File: config.mk
export PLATFORM = sky130hd
export DESIGN_NAME = ring_byte_allocator_flat
export DESIGN_NICKNAME = d
export VERILOG_FILES = /design/src/rba_pkg.sv /design/src/rba_chan_if.sv /design/src/ring_byte_allocator.sv /design/src/rba_ctrl.sv /design/src/rba_dp.sv /design/src/flat_wrapper.sv
export SDC_FILE = /design/constraint.sdc
export NUM_CORES = 1
export LEC_CHECK = 0
export BUFFER_PORTS_ARGS = -buffer_cell sky130_fd_sc_hd__clkbuf_2
export CAP_MARGIN = 10
export CORE_MARGIN = 2
export CORE_UTILIZATION = 51
export CTS_BUF_LIST = sky130_fd_sc_hd__clkbuf_8
export DETAILED_ROUTE_END_ITERATION = 16
export PLACE_DENSITY = 0.67
export SYNTH_ARGS = -nofsm -noshare
export SYNTH_HDL_FRONTEND = slang
export SYNTH_SLANG_ARGS = --single-unit
File: constraint.sdc
create_clock -name clk -period 4.5 [get_ports clk]
set_clock_uncertainty 0.1 [all_clocks]
set_input_delay 0.225 -clock clk [delete_from_list [all_inputs] [get_ports clk]]
set_output_delay 0.225 -clock clk [all_outputs]
set_load 0.01 [all_outputs]
File: src/rba_pkg.sv
package rba_pkg;

	localparam logic OP_ALLOC   = 1'b0;
	localparam logic OP_RELEASE = 1'b1;

	typedef struct packed {
		logic        op;
		logic [16:0] length;
	} req_t;

	typedef struct packed {
		logic        ok;
		logic [15:0] offset;
		logic [16:0] used_bytes;
		logic [31:0] full_count;
	} rsp_t;

	typedef struct packed {
		logic [16:0] ring_size;
	} cfg_t;

	typedef enum logic {
		ST_EMPTY,
		ST_FULL
	} slot_state_t;

	// controller to datapath
	typedef struct packed {
		logic step;
		logic cfg_wr;
	} ctrl_cmd_t;

endpackage

File: src/rba_chan_if.sv
interface rba_chan_if #(
	parameter type payload_t = logic
);
	logic     valid;
	logic     ready;
	payload_t data;

	modport source (output valid, output data, input ready);
	modport sink   (input valid, input data, output ready);
endinterface

File: src/ring_byte_allocator.sv
// Ring byte allocator: offset bookkeeping for a contiguous byte ring.
// Latency: the result is valid in the cycle after the request transfer.
// Throughput: one request per cycle while rsp_ready holds; a request is taken while a
// result waits only if that result is read in the same cycle, as the single result register frees up on the same edge.
// Reset: head, tail, used and full counters clear, ring size returns to
// MAX_RING_BYTES; no clearing pass, ready straight out of reset.
module ring_byte_allocator
	import rba_pkg::*;
#(
	parameter int MAX_RING_BYTES = 65536
) (
	input  logic       clk,
	input  logic       arst_n,
	rba_chan_if.sink   cfg,
	rba_chan_if.sink   req,
	rba_chan_if.source rsp
);

	ctrl_cmd_t cmd;
	rsp_t      rsp_data;

	// Controller owns the handshakes: an output slot that is either empty or
	// holds one result. A request transfer happens whenever the slot is empty
	// or is being drained in the same cycle.
	rba_ctrl u_ctrl (
		.clk       (clk),
		.arst_n    (arst_n),
		.req_valid (req.valid),
		.req_ready (req.ready),
		.rsp_valid (rsp.valid),
		.rsp_ready (rsp.ready),
		.cfg_valid (cfg.valid),
		.cfg_ready (cfg.ready),
		.cmd       (cmd)
	);

	// Datapath: size, head, tail, used and full registers plus the
	// allocate/release decision, all settled in the transfer cycle.
	// Positions are kept 32 bits wide: after a ring size change they may run
	// past the ring end and wrap as plain unsigned words.
	rba_dp #(
		.MAX_RING_BYTES (MAX_RING_BYTES)
	) u_dp (
		.clk    (clk),
		.arst_n (arst_n),
		.cmd    (cmd),
		.req    (req.data),
		.cfg    (cfg.data),
		.rsp    (rsp_data)
	);

	assign rsp.data = rsp_data;

endmodule

File: src/rba_ctrl.sv
module rba_ctrl
	import rba_pkg::*;
(
	input  logic      clk,
	input  logic      arst_n,
	input  logic      req_valid,
	output logic      req_ready,
	output logic      rsp_valid,
	input  logic      rsp_ready,
	input  logic      cfg_valid,
	output logic      cfg_ready,
	output ctrl_cmd_t cmd
);

	slot_state_t state_q, state_d;

	always_ff @(posedge clk or negedge arst_n) begin
		if (!arst_n) begin
			state_q <= ST_EMPTY;
		end else begin
			state_q <= state_d;
		end
	end

	always_comb begin
		state_d    = state_q;
		req_ready  = 1'b1;
		rsp_valid  = 1'b0;
		cfg_ready  = 1'b1;
		cmd.cfg_wr = cfg_valid;
		cmd.step   = 1'b0;
		case (state_q)
			ST_EMPTY: begin
				req_ready = 1'b1;
				cmd.step  = req_valid;
				if (req_valid) begin
					state_d = ST_FULL;
				end
			end
			ST_FULL: begin
				rsp_valid = 1'b1;
				req_ready = rsp_ready;
				cmd.step  = req_valid && rsp_ready;
				if (rsp_ready && !req_valid) begin
					state_d = ST_EMPTY;
				end
			end
			default: begin
				state_d   = ST_EMPTY;
				req_ready = 1'b0;
			end
		endcase
	end

endmodule

File: src/rba_dp.sv
module rba_dp
	import rba_pkg::*;
#(
	parameter int MAX_RING_BYTES = 65536
) (
	input  logic      clk,
	input  logic      arst_n,
	input  ctrl_cmd_t cmd,
	input  req_t      req,
	input  cfg_t      cfg,
	output rsp_t      rsp
);

	localparam int SW = $clog2(MAX_RING_BYTES + 1);
	localparam int CW = (SW > 17) ? SW : 17;
	localparam logic [CW-1:0] MAX_C = CW'(MAX_RING_BYTES);

	logic [SW-1:0] size_q;
	logic [SW-1:0] used_q;
	logic [31:0]   head_q;
	logic [31:0]   tail_q;
	logic [31:0]   full_q;
	rsp_t          rsp_q;

	logic [CW-1:0] wr_x;
	logic [CW-1:0] wr_eff;
	logic [31:0]   len32, size32, used32, free32;
	logic [31:0]   head_sum, tail_sum, tail_wrap;
	logic          a_bad, a_nofree, a_fit_head, a_fit_zero;
	logic          r_ok;
	logic          ok;
	logic [31:0]   where;
	logic [31:0]   head_d, tail_d, full_d;
	logic [SW-1:0] used_d;

	// ring size write, clamped to 1..MAX
	always_comb begin
		wr_x = CW'(cfg.ring_size);
		if (cfg.ring_size == 17'd0) begin
			wr_eff = CW'(1);
		end else if (wr_x > MAX_C) begin
			wr_eff = MAX_C;
		end else begin
			wr_eff = wr_x;
		end
	end

	always_comb begin
		len32    = 32'(req.length);
		size32   = 32'(size_q);
		used32   = 32'(used_q);
		free32   = (used_q >= size_q) ? 32'd0 : 32'(size_q - used_q);
		head_sum = head_q + len32;
		tail_sum = tail_q + len32;
		tail_wrap = (tail_sum >= size32) ? (tail_sum - size32) : tail_sum;

		a_bad      = (req.length == 17'd0) || (len32 > size32);
		a_nofree   = len32 > free32;
		a_fit_head = head_sum <= size32;
		a_fit_zero = tail_q > len32;
		r_ok       = (req.length != 17'd0) && (len32 <= used32);

		ok     = 1'b0;
		where  = 32'd0;
		head_d = head_q;
		tail_d = tail_q;
		used_d = used_q;
		full_d = full_q;
		if (req.op == OP_ALLOC) begin
			if (a_bad) begin
				ok = 1'b0;
			end else if (a_nofree) begin
				full_d = full_q + 32'd1;
			end else if (a_fit_head) begin
				ok     = 1'b1;
				where  = head_q;
				used_d = SW'(used32 + len32);
				// exact fit wraps head to the start
				head_d = (head_sum == size32) ? 32'd0 : head_sum;
			end else if (a_fit_zero) begin
				// skipped gap at the end stays uncounted
				ok     = 1'b1;
				where  = 32'd0;
				head_d = len32;
				used_d = SW'(used32 + len32);
			end else begin
				full_d = full_q + 32'd1;
			end
		end else begin
			if (r_ok) begin
				ok     = 1'b1;
				tail_d = tail_wrap;
				used_d = SW'(used32 - len32);
				if (used32 == len32) begin
					head_d = tail_wrap;
				end
			end
		end
	end

	always_ff @(posedge clk or negedge arst_n) begin
		if (!arst_n) begin
			size_q <= SW'(MAX_RING_BYTES);
			used_q <= '0;
			head_q <= '0;
			tail_q <= '0;
			full_q <= '0;
		end else begin
			if (cmd.cfg_wr) begin
				size_q <= SW'(wr_eff);
			end
			if (cmd.step) begin
				used_q <= used_d;
				head_q <= head_d;
				tail_q <= tail_d;
				full_q <= full_d;
			end
		end
	end

	always_ff @(posedge clk) begin
		if (cmd.step) begin
			rsp_q.ok         <= ok;
			rsp_q.offset     <= ok ? where[15:0] : 16'd0;
			rsp_q.used_bytes <= 17'(32'(used_d));
			rsp_q.full_count <= full_d;
		end
	end

	assign rsp = rsp_q;

endmodule
File: src/flat_wrapper.sv
// flat-port wrapper written by rule: the top's interface ports become plain ports
module ring_byte_allocator_flat import rba_pkg::*;
#(
	parameter int MAX_RING_BYTES = 65536
)
  (clk, arst_n, cfg_valid, cfg_data, cfg_ready, req_valid, req_data, req_ready, rsp_valid, rsp_data, rsp_ready);
  rba_chan_if cfg_i ();
  rba_chan_if req_i ();
  rba_chan_if rsp_i ();
  input  logic clk;
  input  logic arst_n;
  input wire logic [$bits(cfg_i.valid)-1:0] cfg_valid;
  input wire logic [$bits(cfg_i.data)-1:0] cfg_data;
  output wire logic [$bits(cfg_i.ready)-1:0] cfg_ready;
  input wire logic [$bits(req_i.valid)-1:0] req_valid;
  input wire logic [$bits(req_i.data)-1:0] req_data;
  output wire logic [$bits(req_i.ready)-1:0] req_ready;
  output wire logic [$bits(rsp_i.valid)-1:0] rsp_valid;
  output wire logic [$bits(rsp_i.data)-1:0] rsp_data;
  input wire logic [$bits(rsp_i.ready)-1:0] rsp_ready;
  assign cfg_i.valid = cfg_valid;
  assign cfg_i.data = cfg_data;
  assign cfg_ready = cfg_i.ready;
  assign req_i.valid = req_valid;
  assign req_i.data = req_data;
  assign req_ready = req_i.ready;
  assign rsp_valid = rsp_i.valid;
  assign rsp_data = rsp_i.data;
  assign rsp_i.ready = rsp_ready;
  ring_byte_allocator #(.MAX_RING_BYTES(MAX_RING_BYTES)) u_core (.clk(clk), .arst_n(arst_n), .cfg(cfg_i), .req(req_i), .rsp(rsp_i));
endmodule
==> results of run 1 <==
final cells by class:
type | instances | area [µm²]
inverter | 17 | 63.8
timing repair buffer | 18 | 120
clock inverter | 3 | 37.5
multi-input combinational | 305 | 2110
tap | 96 | 120
fill | 667 | 2950
sequential | 54 | 1360
clock buffer | 5 | 68.8
state kept, by name, summed over array words and instances (netlist names):
register,flops
u_core.u_ctrl.state_q,1
u_core.u_dp.full_q,1
u_core.u_dp.head_q,32
u_core.u_dp.rsp,1
u_core.u_dp.size_q,2
u_core.u_dp.used_q,17
power by group through the flow:
stage | clock, µW | combinational, µW | sequential (µW)
after global placement | 0 | 51.6 | 509
after global routing | 351 | 60.8 | 501
after detailed placement | 0 | 53.1 | 510
final | 320 | 53.7 | 500
after floorplan | 0 | 27.7 | 511
after CTS | 331 | 55.0 | 500
critical path: stages, from the launching register on:
cell       delay, ns
dfrtp_1         0.47
or4_1           0.63
nor4_2          0.39
a21oi_1         0.16
nor2_1          0.13
ha_1            0.26
or3_1           0.36
a221oi_1        0.25
o2111ai_1       0.19
a2111oi_2       0.36
buf_4           0.21
a2111oi_4       0.08
nand2_4         0.26
mux2_4          0.32
stage by stage:
step                      total power, µW  utilization [%]  instance area, µm²
after floorplan                       538                -                3640
after global placement                561             55.0                3760
after detailed placement              563             55.0                3760
after CTS                             886             56.8                3880
after global routing                  912             56.8                3880
final                                 873             56.8                3880
cells in the mapped netlist, types with 5 or more instances:
| master | n | area, µm² |
|---|---|---|
| dfrtp_1 | 52 | 1300 |
| nand3_1 | 34 | 170 |
| nor2_1 | 34 | 128 |
| xnor2_1 | 34 | 298 |
| nand4_1 | 24 | 150 |
| inv_1 | 17 | 63.8 |
| nand2_1 | 17 | 63.8 |
| and3_1 | 13 | 81.3 |
| ha_1 | 11 | 138 |
| nor4_1 | 11 | 68.8 |
| and2_1 | 10 | 62.6 |
| and2_4 | 10 | 87.6 |
| nor3_1 | 10 | 50.1 |
| clkbuf_1 | 9 | 33.8 |
| or4_1 | 9 | 67.6 |
| a21oi_1 | 6 | 30.0 |
| buf_2 | 6 | 30.0 |
| nand2b_1 | 5 | 31.3 |
| o21ai_0 | 5 | 25.0 |
| or2_2 | 5 | 31.3 |
| or3_1 | 5 | 31.3 |
layout by cell type (no fill, tap or decap), types with 11 or more instances in the layout:
master   Yosys  routed
nor2_1      34      34
xnor2_1     34      34
inv_1       17      19
nor4_1      11      11
ha_1        11      11
nand3_1     34      34
and3_1      13      13
nand4_1     24      24
nand2_1     17      17
dfrtp_1     52      52
kinds of logic (layout without fill, tap and decap cells):
kind of cell | count (synthesis) | in the layout | synth area share, %
adder cells (fa/ha/maj) | 11 | 11 | 3.78
XOR/XNOR | 38 | 38 | 9.15
other | 1 | 1 | 0.103
AO/OA/AOI/OAI | 46 | 46 | 10.5
buffers and inverters | 37 | 43 | 4.54
multiplexers | 8 | 8 | 2.79
flip-flops | 54 | 54 | 37.3
AND/OR/NAND/NOR | 201 | 201 | 31.9
how the worst max path moves through the flow:
| stage | slack [ns] | cells past startpoint | end |
|---|---|---|---|
| final | 0.21 | 13 | u_core.u_dp.used_q[1]$_DFFE_PN0P_ |
| after global routing | 0.04 | 13 | u_core.u_dp.used_q[0]$_DFFE_PN0P_ |
| after CTS | 0.25 | 13 | u_core.u_dp.used_q[1]$_DFFE_PN0P_ |
| after detailed placement | 0.28 | 13 | u_core.u_dp.used_q[1]$_DFFE_PN0P_ |
| after global placement | 0.37 | 13 | u_core.u_dp.used_q[0]$_DFFE_PN0P_ |
| after floorplan | 0.50 | 13 | u_core.u_dp.head_q[16]$_DFFE_PN0P_ |
routing by layer:
layer  share of wire (%)  GRT usage, %
met5                   0             0
met4                 1.7          6.47
met3                 5.4          3.45
met2                  42          33.3
met1                  51          34.4
==> impl_metrics.tcl, run 1 <==
set metrics [dict create \
    status "complete, no violations" \
    slew_headroom_pct 47.9 \
    grt_pass1_vias 2858 \
    grt_setup_unrepaired "false" \
    finalMaxSlewViolations 0 \
    tightestPinTransition_ns 0.776 \
    p_int_uw 677 \
    ys_ff_latch 54 \
    p_comb_share_pct 6.1 \
    r2r-start "u_core.u_dp.used_q[2]$_DFFE_PN0P_" \
    post-dp-hpwl_um 5740 \
    die-area_mm2 0.00782 \
    setup_tns_ns 0 \
    netlist_instances 396 \
    max_freq_mhz 233 \
    antennaDiodeCount 0 \
    powerDensity_mw_per_mm2 225 \
    hold_buffers 2 \
    grt_max_degree 54 \
    fin_crit_ns 4.29 \
    cts_resized 0 \
    track_usage_pct 22.6 \
    dr.pass1.iters 5 \
    clk_pin_slew_worst_paths_ns 0.09 \
    r2r_end "u_core.u_dp.used_q[1]$_DFFE_PN0P_" \
    drive_gt1_share_pct 12.9 \
    drtIter0Drc 275 \
    power_frac_seq_pct 57.2 \
    port_buffers 8 \
    area_growth_pct 6.74 \
    core_mm2 0.00683 \
    rrSetupSlack_ns 0.21 \
    p_leak_uw 0.00162 \
    cp.arrival_ns 4.38 \
    ys_types 63 \
    worstHoldEndpoint "u_core.u_ctrl.state_q$_DFF_PN0_" \
    pin_count 11 \
    hp-class "in2reg" \
    irDropWorstVdd_uv 132 \
    ys.flop_type "dfrtp_1" \
    cp-end-kind "flip-flop" \
    grt_pass1_wl_um 13900 \
    overflow 0 \
    critPathRequiredTime_ns 4.59 \
    route.detailed.drc 0 \
    p_clk_share_pct 36.6 \
    initial_utilization_pct 53.2 \
    antenna_found_initial 0 \
    netlist_area_mm2 0.00364 \
    setup_ws_ns 0.211 \
    vias 3030 \
    maxCapViolations 0 \
    min-delay-start "req_valid" \
    syn_avg_cell_area_um2 9.18 \
    synthesis.nets 414 \
    critPathKind "reg2reg" \
    dp_slack_ns 0.284 \
    start_kind "flip-flop" \
    power.share.switching_pct 22.5 \
    post_cts_buffers 0 \
    htreeDepth 2 \
    cp-startpoint "u_core.u_dp.used_q[2]$_DFFE_PN0P_" \
    numCtsBuffers 5 \
    dieHeight_um 88.5 \
    r2r_cells 13 \
    nets 419 \
    cts_root_buf "clkbuf_8" \
    wire_per_inst_um 16.1 \
    clock_path_buffers 2 \
    yosys_warnings 0 \
    tritoncts "done" \
    p_switching_uw 196 \
    seq_area_frac_synth_pct 37.3 \
    routed_wirelength_um 8020 \
    cts_sinks 54 \
    clock_latency_ns 0.31 \
    synthArstFlopShare_pct 98.1 \
    synth_edf_count 1 \
    route.antenna.remaining_nets 0 \
    fin_cells 498 \
    finalHoldViolCount 0 \
    place.gp.congestion 0.909 \
    setup_violations 0 \
    whs_ns 0.0222 \
    die_w_um 88.5 \
    timing.final.crit_share_pct 95.3 \
    dp_cells 488 \
    routed_via_density 6.08 \
    crit_fanout 19 \
    min_path_cells 2 \
    row_count 30 \
]
No activity file was read; power rests on OpenSTA's default activity.
==> run 2, diff against run 1 <==
--- a/config.mk
+++ b/config.mk
@@ -7,11 +7,9 @@
 export LEC_CHECK = 0
 export BUFFER_PORTS_ARGS = -buffer_cell sky130_fd_sc_hd__clkbuf_2
 export CAP_MARGIN = 10
-export CORE_MARGIN = 2
-export CORE_UTILIZATION = 51
+export CORE_UTILIZATION = 45
 export CTS_BUF_LIST = sky130_fd_sc_hd__clkbuf_8
 export DETAILED_ROUTE_END_ITERATION = 16
-export PLACE_DENSITY = 0.67
 export SYNTH_ARGS = -nofsm -noshare
 export SYNTH_HDL_FRONTEND = slang
 export SYNTH_SLANG_ARGS = --single-unit
==> run 2 against run 1 <==
  * Sequential power about the same
  * Combinational power decreased by 1%
  * Design area up 0.93%
  * Die area increased by 8.0%
  * Sequential share of layout area down 0.32 points
  * Cell count grew 1.0%
  * Largest cell class unchanged
  * Worst setup slack gained 0.19 ns
  * First-iteration DRC count decreased by 13%
  * Maximum frequency is 4.6% higher
  * Global-route usage is 2.8 points lower
  * Wire length decreased by 0.98%
  * Sequential cell count unchanged
==> impl_metrics.tcl, run 2 (synthesized netlist as in run 1, its figures left out) <==
set metrics [dict create \
    port_buffers 8 \
    status "complete, no violations" \
    grt_util_met2_pct 30.0 \
    nets 418 \
    min_path_cells 2 \
    max_freq_mhz 244 \
    final_cell_mix "dfrtp_1 (52), nor2_1 (34), nand3_1 (34), xnor2_1 (34), nand4_1 (24)" \
    slew_headroom_pct 48.0 \
    timing.final.crit_share_pct 91.1 \
    place.gp.congestion 0.867 \
    r2r_cells 13 \
    grt_pass1_vias 2719 \
    wire_per_inst_um 15.8 \
    maxCapViolations 0 \
    grt_setup_unrepaired "false" \
    antennaDiodeCount 0 \
    dieHeight_um 91.9 \
    antenna_found_initial 0 \
    core_mm2 0.00777 \
    cp-startpoint "u_core.u_dp.used_q[2]$_DFFE_PN0P_" \
    critPathRequiredTime_ns 4.60 \
    htreeDepth 2 \
    route.antenna.remaining_nets 0 \
    powerDensity_mw_per_mm2 243 \
    cp.arrival_ns 4.20 \
    clk_pin_slew_worst_paths_ns 0.09 \
    irDropWorstVdd_uv 113 \
    initial_utilization_pct 46.8 \
    finalMaxSlewViolations 0 \
    met1_usage_pct 29.2 \
    routed_wirelength_um 7950 \
    setup_violations 0 \
    critPathKind "reg2reg" \
    cts_sinks 54 \
    drtIter0Drc 240 \
    power_uw 952 \
    pin_count 11 \
    top_regs "u_core.u_dp.head_q: 32 flops, u_core.u_dp.used_q: 17 flops, u_core.u_dp.size_q: 2 flops" \
    register_area_mm2 0.00136 \
    grt_most_used_layer "met2" \
    hp-class "in2reg" \
    fin_crit_ns 4.10 \
    met3_usage_pct 3.15 \
    start_kind "flip-flop" \
    cts_resized 0 \
    mostFrequentLayoutCell "dfrtp_1" \
    dr.pass1.iters 4 \
    cp-end-kind "flip-flop" \
    die-area_mm2 0.00845 \
    row_count 32 \
    area_growth_pct 7.74 \
    fillCellCount 760 \
    min-delay-start "req_valid" \
    route.detailed.drc 0 \
    post-dp-hpwl_um 5770 \
    p_leak_uw 0.00163 \
    grt_max_degree 54 \
    grt_pass1_wl_um 13400 \
    track_usage_pct 19.8 \
    r2r-start "u_core.u_dp.used_q[2]$_DFFE_PN0P_" \
    largest-register "u_core.u_dp.head_q" \
    die_w_um 91.9 \
    vias 2970 \
    rrSetupSlack_ns 0.40 \
    clock_latency_ns 0.31 \
    tightestPinTransition_ns 0.773 \
    overflow 0 \
    largest_register_ff_count 32 \
    clock_path_buffers 2 \
    drive_gt1_share_pct 13.2 \
    routed_via_density 5.90 \
    multiInputGateArea_mm2 0.00211 \
    final_util_pct 50.5 \
    tritoncts "done" \
    crit_fanout 19 \
    cts_root_buf "clkbuf_8" \
    finalHoldViolCount 0 \
    setup_tns_ns 0 \
    numCtsBuffers 5 \
]
run 2: power by group:
part	internal (µW)	switching [µW]
Combinational	19.4	33.7
Sequential	495	5.00
Clock	237	161
run 2: layer usage:
metal / part of all wire [%] / vias up
met5: 0 / -
met4: 0.96 / 0
met2: 43 / 75
li1: - / 1464
met1: 51 / 1424
met3: 4.5 / 7
run 2: path summary, 6_finish.rpt:
path / endpoint
hold / removal: u_core.u_ctrl.state_q$_DFF_PN0_
setup reg to reg: u_core.u_dp.used_q[0]$_DFFE_PN0P_
hold reg to reg: u_core.u_dp.full_q[0]$_DFFE_PN0P_
max in group asynchronous: u_core.u_dp.used_q[8]$_DFFE_PN0P_
setup / recovery: u_core.u_dp.used_q[0]$_DFFE_PN0P_
min in group asynchronous: u_core.u_dp.used_q[10]$_DFFE_PN0P_
run 2: per-stage QoR:
stage,instances,area (µm²),hold WS [ns],setup WS [ns]
finish,503,3920,0.0326,0.401
global placement,493,3760,0.270,0.389
floorplan,396,3640,-0.171,0.501
CTS,503,3920,0.0302,0.368
detailed placement,493,3760,0.272,0.382
global route,503,3920,0.0369,0.0878
run 2: area by class of cell:
cell class / count / share of cell area, %
repair buffers: 17 / 2.87
clock buffers: 6 / 2.11
multi-input cells: 305 / 54.0
flip-flops and latches: 54 / 34.6
inverters: 17 / 1.63
well taps: 102 / 3.26
clock inverters: 2 / 1.53
run 2: what timing repair did:
action                    in CTS  in global routing
setup buffers                  0                  0
hold buffers                   2                  0
hold endpoints to repair      53                  0
run 2: critical path, stage by stage (launching register included):
cell and delay, ns:
dfrtp_1 0.46, or4_1 0.63, nor4_2 0.39, a21oi_1 0.14, nor2_1 0.12, ha_1 0.24, or3_1 0.34, a221oi_1 0.22
o2111ai_1 0.17, a2111oi_2 0.31, buf_4 0.20, a2111oi_4 0.08, nand2_4 0.26, mux2_4 0.33
==> run 3, diff against run 2 <==
--- a/config.mk
+++ b/config.mk
@@ -7,9 +7,11 @@
 export LEC_CHECK = 0
 export BUFFER_PORTS_ARGS = -buffer_cell sky130_fd_sc_hd__clkbuf_2
 export CAP_MARGIN = 10
+export CORE_ASPECT_RATIO = 0.7
 export CORE_UTILIZATION = 45
 export CTS_BUF_LIST = sky130_fd_sc_hd__clkbuf_8
 export DETAILED_ROUTE_END_ITERATION = 16
+export REMOVE_ABC_BUFFERS = 1
 export SYNTH_ARGS = -nofsm -noshare
 export SYNTH_HDL_FRONTEND = slang
 export SYNTH_SLANG_ARGS = --single-unit
==> run 3 against run 2 <==
  * Maximum frequency shrank 4.3%
  * Clock power shrank 14%
  * Worst hold slack improved by 0.060 ns
  * Wire length up 10%
  * Critical path depth up 1
  * Register-to-register slack lost 0.18 ns
  * Via count is 1.5% higher
  * Critical path type unchanged
  * Critical endpoint is now u_core.u_dp.rsp[0]$_DFFE_PP_
==> impl_metrics.tcl, run 3 (synthesized netlist as in run 1, its figures left out) <==
set metrics [dict create \
    status "complete, no violations" \
    port_buffers 8 \
    cp.arrival_ns 4.27 \
    post-dp-hpwl_um 5920 \
    pin_count 11 \
    mostFrequentLayoutCell "dfrtp_1" \
    area_growth_pct 10.1 \
    tightestPinTransition_ns 0.693 \
    dr.pass1.iters 5 \
    critPathBufInv 2 \
    dieHeight_um 77.2 \
    hp-class "in2reg" \
    slew_headroom_pct 53.4 \
    route.antenna.remaining_nets 0 \
    die_w_um 109 \
    register_area_mm2 0.00136 \
    slowest_delay_ns 0.68 \
    slowest_stage "or4_1" \
    final_cell_mix "dfrtp_1 (52), nor2_1 (34), nand3_1 (34), xnor2_1 (34), nand4_1 (24)" \
    nets 425 \
    core_mm2 0.00784 \
    cts_root_buf "clkbuf_8" \
    cp-end-kind "flip-flop" \
    cts_sinks 54 \
    max_freq_mhz 233 \
    tritoncts "done" \
    numCtsBuffers 5 \
    initial_utilization_pct 46.4 \
    critPathKind "reg2reg" \
    power_frac_seq_pct 55.2 \
    clk_pin_slew_worst_paths_ns 0.10 \
    multiInputGateArea_mm2 0.00214 \
    irDropWorstVdd_uv 142 \
    setup_violations 0 \
    drtIter0Drc 217 \
    crit_family "simple AND/OR/NAND/NOR gates" \
    p_leak_uw 0.00167 \
    top_regs "u_core.u_dp.head_q: 32 flops, u_core.u_dp.used_q: 17 flops, u_core.u_dp.size_q: 2 flops" \
    dp_slack_ns 0.138 \
    maxCapViolations 0 \
    wire_per_inst_um 17.2 \
    vias 3015 \
    place.gp.congestion 0.896 \
    clock_latency_ns 0.32 \
    drive_gt1_share_pct 14.2 \
    p_switching_uw 207 \
    row_count 27 \
    routed_via_density 5.92 \
    grt_pass1_vias 2813 \
    p_clk_share_pct 38.0 \
    path_cells "or4_1 -> nor4_4 -> a21oi_1 -> nor2_1 -> ha_1 -> or3_1 -> a221oi_1 -> o2111ai_1 -> a2111oi_2 -> buf_4 -> a211oi_4 -> buf_12 -> a21oi_1 -> xor2_1" \
    finalMaxSlewViolations 0 \
    cpMostUsedCell "a21oi_1" \
    antenna_found_initial 0 \
    overflow 0 \
    timing.final.crit_share_pct 95.2 \
    routed_wirelength_um 8780 \
    powerDensity_mw_per_mm2 226 \
    critPathRequiredTime_ns 4.48 \
    whs_ns 0.0926 \
    p_int_uw 697 \
    route.detailed.drc 0 \
    power.share.switching_pct 22.9 \
    crit_fanout 14 \
    fin_crit_ns 4.28 \
    largest_register_ff_count 32 \
    finalHoldViolCount 0 \
    track_usage_pct 22.5 \
    largest-register "u_core.u_dp.head_q" \
    clock_path_buffers 2 \
    setup_ws_ns 0.217 \
    fillCellCount 746 \
    p_comb_share_pct 6.8 \
    grt_pass1_wl_um 14500 \
    htreeDepth 2 \
    start_kind "flip-flop" \
    antennaDiodeCount 0 \
    die-area_mm2 0.00845 \
    grt_max_degree 54 \
]
## run 3: changes by cell type in the layout (fill, tap and decap cells not counted), sizes merged
cell | previous run | this run
buf | 7 | 12
a211oi | 4 | 5
bufinv | 2 | 1
dlygate4sd3 | 2 | 3
inv | 17 | 18
## run 3: final cells by class
class                   instances  share of cell area [%]
clock buffers                   6                    2.06
inverters                      17                    1.59
flip-flops and latches         54                    33.9
clock inverters                 2                   0.843
well taps                     101                    3.16
repair buffers                 23                    4.94
multi-input cells             306                    53.5
## run 3: worst register-to-register path: stages (launching register included)
cell       delay (ns)
dfrtp_1          0.47
or4_1            0.68
nor4_4           0.37
a21oi_1          0.15
nor2_1           0.14
ha_1             0.26
or3_1            0.41
a221oi_1         0.28
o2111ai_1        0.18
a2111oi_2        0.33
buf_4            0.24
a211oi_4         0.05
buf_12           0.17
a21oi_1          0.16
xor2_1           0.08
## run 3: path summary, 6_finish.rpt
| path | from | to | slack, ns | cells after the start |
|---|---|---|---|---|
| max | u_core.u_dp.used_q[2]$_DFFE_PN0P_ | u_core.u_dp.rsp[0]$_DFFE_PP_ | 0.22 | 14 |
| min | rsp_ready | u_core.u_ctrl.state_q$_DFF_PN0_ | 0.09 | 3 |
| min in group asynchronous | arst_n | u_core.u_dp.used_q[12]$_DFFE_PN0P_ | 0.46 | 3 |
| max reg2reg | u_core.u_dp.used_q[2]$_DFFE_PN0P_ | u_core.u_dp.rsp[0]$_DFFE_PP_ | 0.22 | 14 |
| min reg2reg | u_core.u_dp.used_q[16]$_DFFE_PN0P_ | u_core.u_dp.used_q[16]$_DFFE_PN0P_ | 0.38 | 1 |
| max in group asynchronous | arst_n | u_core.u_dp.head_q[5]$_DFFE_PN0P_ | 3.37 | 3 |
## run 3: what timing repair did
item                                    in CTS  in global routing
endpoints found under the hold margin       55                  0
endpoints found under the setup margin       0                 31
gates resized for setup                      0                  2
setup buffers                                0                  4
hold buffers                                 3                  0
## run 3: metrics by stage
stage / total power, µW / utilization [%] / std cells / TNS (ns) / cell area, µm²
6_report: 905 / 51.1 / 509 / 0 / 4010
5_1_grt: 944 / 51.1 / 509 / -0.00555 / 4010
4_1_cts: 914 / 50.0 / 504 / 0 / 3920
3_5_place_dp: 563 / 48.2 / 493 / 0 / 3770
3_3_place_gp: 562 / 48.2 / 493 / 0 / 3770
2_1_floorplan: 537 / - / 376 / 0 / 3540
## run 3: layer usage
layer / routed length (µm) / GRT usage [%] / up-vias / part of all wire (%)
met5: 0 / 0 / - / 0
met4: 94 / 6.53 / 0 / 1.1
met3: 532 / 4.76 / 10 / 6.1
met2: 3300 / 28.1 / 89 / 38
met1: 4850 / 37.1 / 1435 / 55
li1: - / - / 1481 / -
## run 3: power by group through the flow
stage          clock (µW)  sequential [µW]  combinational, µW
2_1_floorplan           0              511               25.9
3_3_place_gp            0              509               52.3
3_5_place_dp            0              509               53.3
4_1_cts               358              500               56.1
5_1_grt               374              501               68.9
6_report              344              500               61.5
